==> src/ptc_pkg.sv <==
// shared types and constants for the pressure/temperature compensation block
package ptc_pkg;

	localparam int RAW_W     = 24;
	localparam int CAL_W     = 16;
	localparam int RES_W     = 32;
	localparam int CFG_IDX_W = 3;

	// calibration register indexes
	typedef enum logic [CFG_IDX_W-1:0] {
		REG_SENS_BASE   = 3'd0,
		REG_OFF_BASE    = 3'd1,
		REG_SENS_TEMPCO = 3'd2,
		REG_OFF_TEMPCO  = 3'd3,
		REG_REF_TEMP    = 3'd4,
		REG_TEMP_COEFF  = 3'd5
	} ptc_reg_t;

	// factory calibration words c1..c6
	typedef struct packed {
		logic [CAL_W-1:0] sens_base;
		logic [CAL_W-1:0] off_base;
		logic [CAL_W-1:0] sens_tempco;
		logic [CAL_W-1:0] off_tempco;
		logic [CAL_W-1:0] ref_temp;
		logic [CAL_W-1:0] temp_coeff;
	} ptc_cfg_t;

	localparam logic signed [19:0] T_REF   = 20'sd2000;
	localparam logic signed [19:0] T_VLOW  = -20'sd1500;
	localparam logic [RES_W-1:0]   SAT_MAX = 32'h7FFF_FFFF;
	localparam logic [RES_W-1:0]   SAT_MIN = 32'h8000_0000;

endpackage

==> src/ptc_cfg.sv <==
// calibration register file with its write channel
module ptc_cfg import ptc_pkg::*; (
	input  logic                 clk,
	input  logic                 arst_n,
	input  logic                 cfg_valid,
	output logic                 cfg_ready,
	input  logic [CFG_IDX_W-1:0] cfg_index,
	input  logic [CAL_W-1:0]     cfg_data,
	output ptc_cfg_t             cal
);

	ptc_cfg_t cal_q;

	assign cfg_ready = 1'b1;
	assign cal       = cal_q;

	always_ff @(posedge clk or negedge arst_n) begin
		if (!arst_n) begin
			cal_q <= '0;
		end else if (cfg_valid) begin
			case (ptc_reg_t'(cfg_index))
				REG_SENS_BASE:   cal_q.sens_base   <= cfg_data;
				REG_OFF_BASE:    cal_q.off_base    <= cfg_data;
				REG_SENS_TEMPCO: cal_q.sens_tempco <= cfg_data;
				REG_OFF_TEMPCO:  cal_q.off_tempco  <= cfg_data;
				REG_REF_TEMP:    cal_q.ref_temp    <= cfg_data;
				REG_TEMP_COEFF:  cal_q.temp_coeff  <= cfg_data;
				default: ;
			endcase
		end
	end

endmodule

==> config.mk <==
export PLATFORM = sky130hd
export DESIGN_NAME = ptc_cfg
export DESIGN_NICKNAME = d
export VERILOG_FILES = /design/src/ptc_pkg.sv /design/src/ptc_cfg.sv
export SDC_FILE = /design/constraint.sdc
export NUM_CORES = 1
export LEC_CHECK = 0
export BUFFER_PORTS_ARGS = -buffer_cell sky130_fd_sc_hd__buf_2
export CORE_MARGIN = 5
export CORE_UTILIZATION = 54
export CTS_CLUSTER_DIAMETER = 120
export DETAILED_ROUTE_END_ITERATION = 16
export PLACE_DENSITY = 0.95
export SLEW_MARGIN = 20
export SYNTH_ARGS = -nofsm -noshare
export SYNTH_HDL_FRONTEND = slang
export SYNTH_SLANG_ARGS = --single-unit
==> constraint.sdc <==
create_clock -name clk -period 2.7 [get_ports clk]
set_clock_uncertainty 0.2 [all_clocks]
set_input_delay 0.405 -clock clk [delete_from_list [all_inputs] [get_ports clk]]
set_output_delay 0.405 -clock clk [all_outputs]
set_load 0.03 [all_outputs]
==> key figures <==
Placement
  – Placed cell area: 0.004302 sq mm
  – Gpl congestion: around 0.76
  – PortBufs: roughly 120
  – HPWL after DPL: 5426 um

STA
  – Rel. slew slack: 53.31%
  – Final Max Tran Viols: 0
  – Final Critical Period: 1694 ps
  – Endpoints failing setup: 0
  – Max Clk Rate: 590.2 MHz
  – Final setup TNS: 0 ps
  – Min Hold Slack: about 150 ps
  – RSZ-0062 raised after global routing: false
  – Worst-margin pin slew: around 700 ps
  – Final Hold Viols: 0
  – Fin crit share: a little over three fifths

Logic synthesis
  – Post-Synthesis Cells: 210
  – Average size of a mapped cell: 17.57 sq um
  – Post-Synth Adder-Cell Area: 0%
  – Sequential area share after synthesis: about two thirds
  – Largest family of logic cells by synthesized area: multiplexers
  – Netlist cell types: 12
  – Complex-gate fraction of the synthesized area: 0%
  – Synthesized area: roughly 0.0037 sq mm
  – Post-Synthesis Net Count: 232
  – Mux contribution to synthesized area: roughly 29%
  – Xor-xnor portion of the synthesized cell area: 0%
  – Synth Area in Simple Gates: between 2 and 2.5%
  – #FFs+latches synth: 96
  – Synth warnings: 0

Finish
  – Ant. Diodes: 0
  – Max FFs per register: 96
  – Share of layout cells above drive strength 1: between 60 and 70%
  – Syn-to-layout area delta: 22.45%
  – Fillers: 458
  – Final #Nets: approximately 350
  – Final instance area: ~0.0045 sq mm

Job
  – MaxCap Viol Count: 0

Floorplanning
  – DIE WIDTH: a little over 90 um
  – Die Y: slightly above 90 um
  – Die ar.: 0.008586 sq mm
  – Top-level I/O count: between 100 and 150
  – Core Area: approximately 0.0067 sq mm
  – Initial Util: a little over half
  – Row cnt: 30

GRT
  – Met2 usage: between 20 and 30%
  – Pin count of the biggest net entering global routing: 97
  – Gr ovfl total: 0
  – Initial antenna violation count: 0
  – Met3 global-route usage: 7.392%
  – GR Util met1: ~26%
  – All-Layer GR Usage: 18.92%
  – First-pass GRT wire length: 12460 um
  – Vias in the first global route: between 2000 and 2500
  – Global route hottest layer: met2

Clocking
  – Worst-Skew Late Latency: approximately 340 ps
  – Cts bufs inserted: 9
  – Cts repair resizes: 0
  – Clock tree root buffer cell: clkbuf_8
  – Postcts setup bufs: 0
  – Longest Clk Path Bufs: 2
  – Clk slew on worst S/H paths: around 90 ps
  – CTS tree: yes
  – H-tree depth: 3
  – # hold bufs at CTS: 1
  – Clock sink count: 96

Power
  – Pleak: around 2.2 nW
  – Combinational fraction of design power: between 30% and 40%
  – Sw Share: 35.99%
  – Flop pwr share: about 45%
  – Worst VDD drop: 0.5263 mV
  – Int Pwr: 2.758 mW
  – Clk network pwr share: 22.8%
  – Pwr Density: ~950 mW/mm^2
  – Switching power: ~1.6 mW

Worst setup path
  – CP cell instances: buf_2 > nand4b_2 > mux2_2
  – Worst Reg-to-Reg Cells: 1
  – Req. time, crit path: 2730 ps
  – Buf+Inv Stages, Crit Path: 1
  – Worst Path Max Fanout: 16
  – CP Capture Type: register
  – Critical path depth: 3
  – Worst Path Arrival: between 1500 and 2000 ps
  – Crit path largest cell delay: between 600 and 700 ps
  – Startpoint Class: input port
  – Family with the most delay on the worst path: simple AND/OR/NAND/NOR gates
  – CP max stage cell: nand4b_2
  – Critical path start-end classification: in2reg

Hold path
  – Worst hold stages: 2
  – Hold Crit Class: in2reg

Routing
  – Initial DRT Pass Iterations: 4
  – Final antenna-violating net count: 0
  – Final wirelength: around 7800 um
  – Routed len/inst: approximately 19 um
  – DRC Markers: 0
  – Via Count: approximately 2200
  – Via/cell ratio: ~5.3
  – Initial DRC Count: 47

Outcome
  – Status: finished, final reports clean
## area by class of cell
cell class	count	area (sq um)	area share [%]
Clock inverter	3	68.82	1.523
Sequential cell	96	2402	53.17
Tap cell	80	100.1	2.215
Clock buffer	10	137.6	3.046
Timing Repair Buffer	121	633.1	14.01
Multi-Input combinational cell	103	1176	26.03
## Yosys cell counts
library cell	number	area (sq um)
buf_4	1	7.510
buf_2	2	10.01
mux2_2	95	1070
dfrtp_1	96	2402
nor4b_4	1	23.77
and4bb_1	1	12.51
mux2_1	1	11.26
buf_8	1	15.01
nand4b_2	2	30.03
buf_6	7	78.83
conb_1	1	3.750
and4bb_2	2	25.02
## path summary, 6_finish.rpt
check,slack (ps),startpoint,to
worst max-delay path,1010,cfg_index[2],cal[42]
worst min-delay path,150,cfg_data[15],cal[47]
worst max register to register,1720,cal[82],cal[82]
worst min register to register,310,cal[23],cal[23]
max in group asynchronous,1470,arst_n,cal[15]
min in group asynchronous,460,arst_n,cal[22]
## routing by layer
layer	up-vias	wire length, um	share of wire [%]
met5	-	0	0
met2	90	3648	47
met4	0	67	0.86
met3	8	729	9.3
met1	1108	3378	43
li1	982	-	-
## logic make-up (layout without fill, tap and decap cells)
group | after synthesis | in the layout
mux | 96 | 96
other cells | 1 | 1
flops | 96 | 96
buf+inv | 11 | 134
simple gates | 6 | 6
## power groups by stage
stage	combinational (mW)	sequential [mW]	clock, mW
finish	1.41	1.92	0.983
global route	1.48	1.96	1.07
CTS	1.43	1.92	1.01
detailed placement	1.43	1.94	0
global placement	1.39	1.93	0
floorplan	0.307	2.57	0
## per-stage QoR
| stage | setup WS (ps) | utilization (%) | power, mW | cells |
|---|---|---|---|---|
| 3_3_place_gp | 662.4 | 64.02 | 3.317 | 399 |
| 5_1_grt | 933.8 | 67.24 | 4.510 | 413 |
| 4_1_cts | 990.7 | 67.24 | 4.356 | 413 |
| 2_1_floorplan | 907.0 | - | 2.880 | 210 |
| 6_report | 1006 | 67.24 | 4.308 | 413 |
| 3_5_place_dp | 616.3 | 64.02 | 3.370 | 399 |
## cell usage in the layout, fill, tap and decap left out, types with 2 or more instances in the layout
cell	synthesis	layout
buf_2	2	116
dfrtp_1	96	96
mux2_2	95	95
clkbuf_8	0	10
buf_4	1	3
and4bb_2	2	2
nand4b_2	2	2
bufinv_16	0	2
Note: power is estimated with default switching activity, not from simulation.
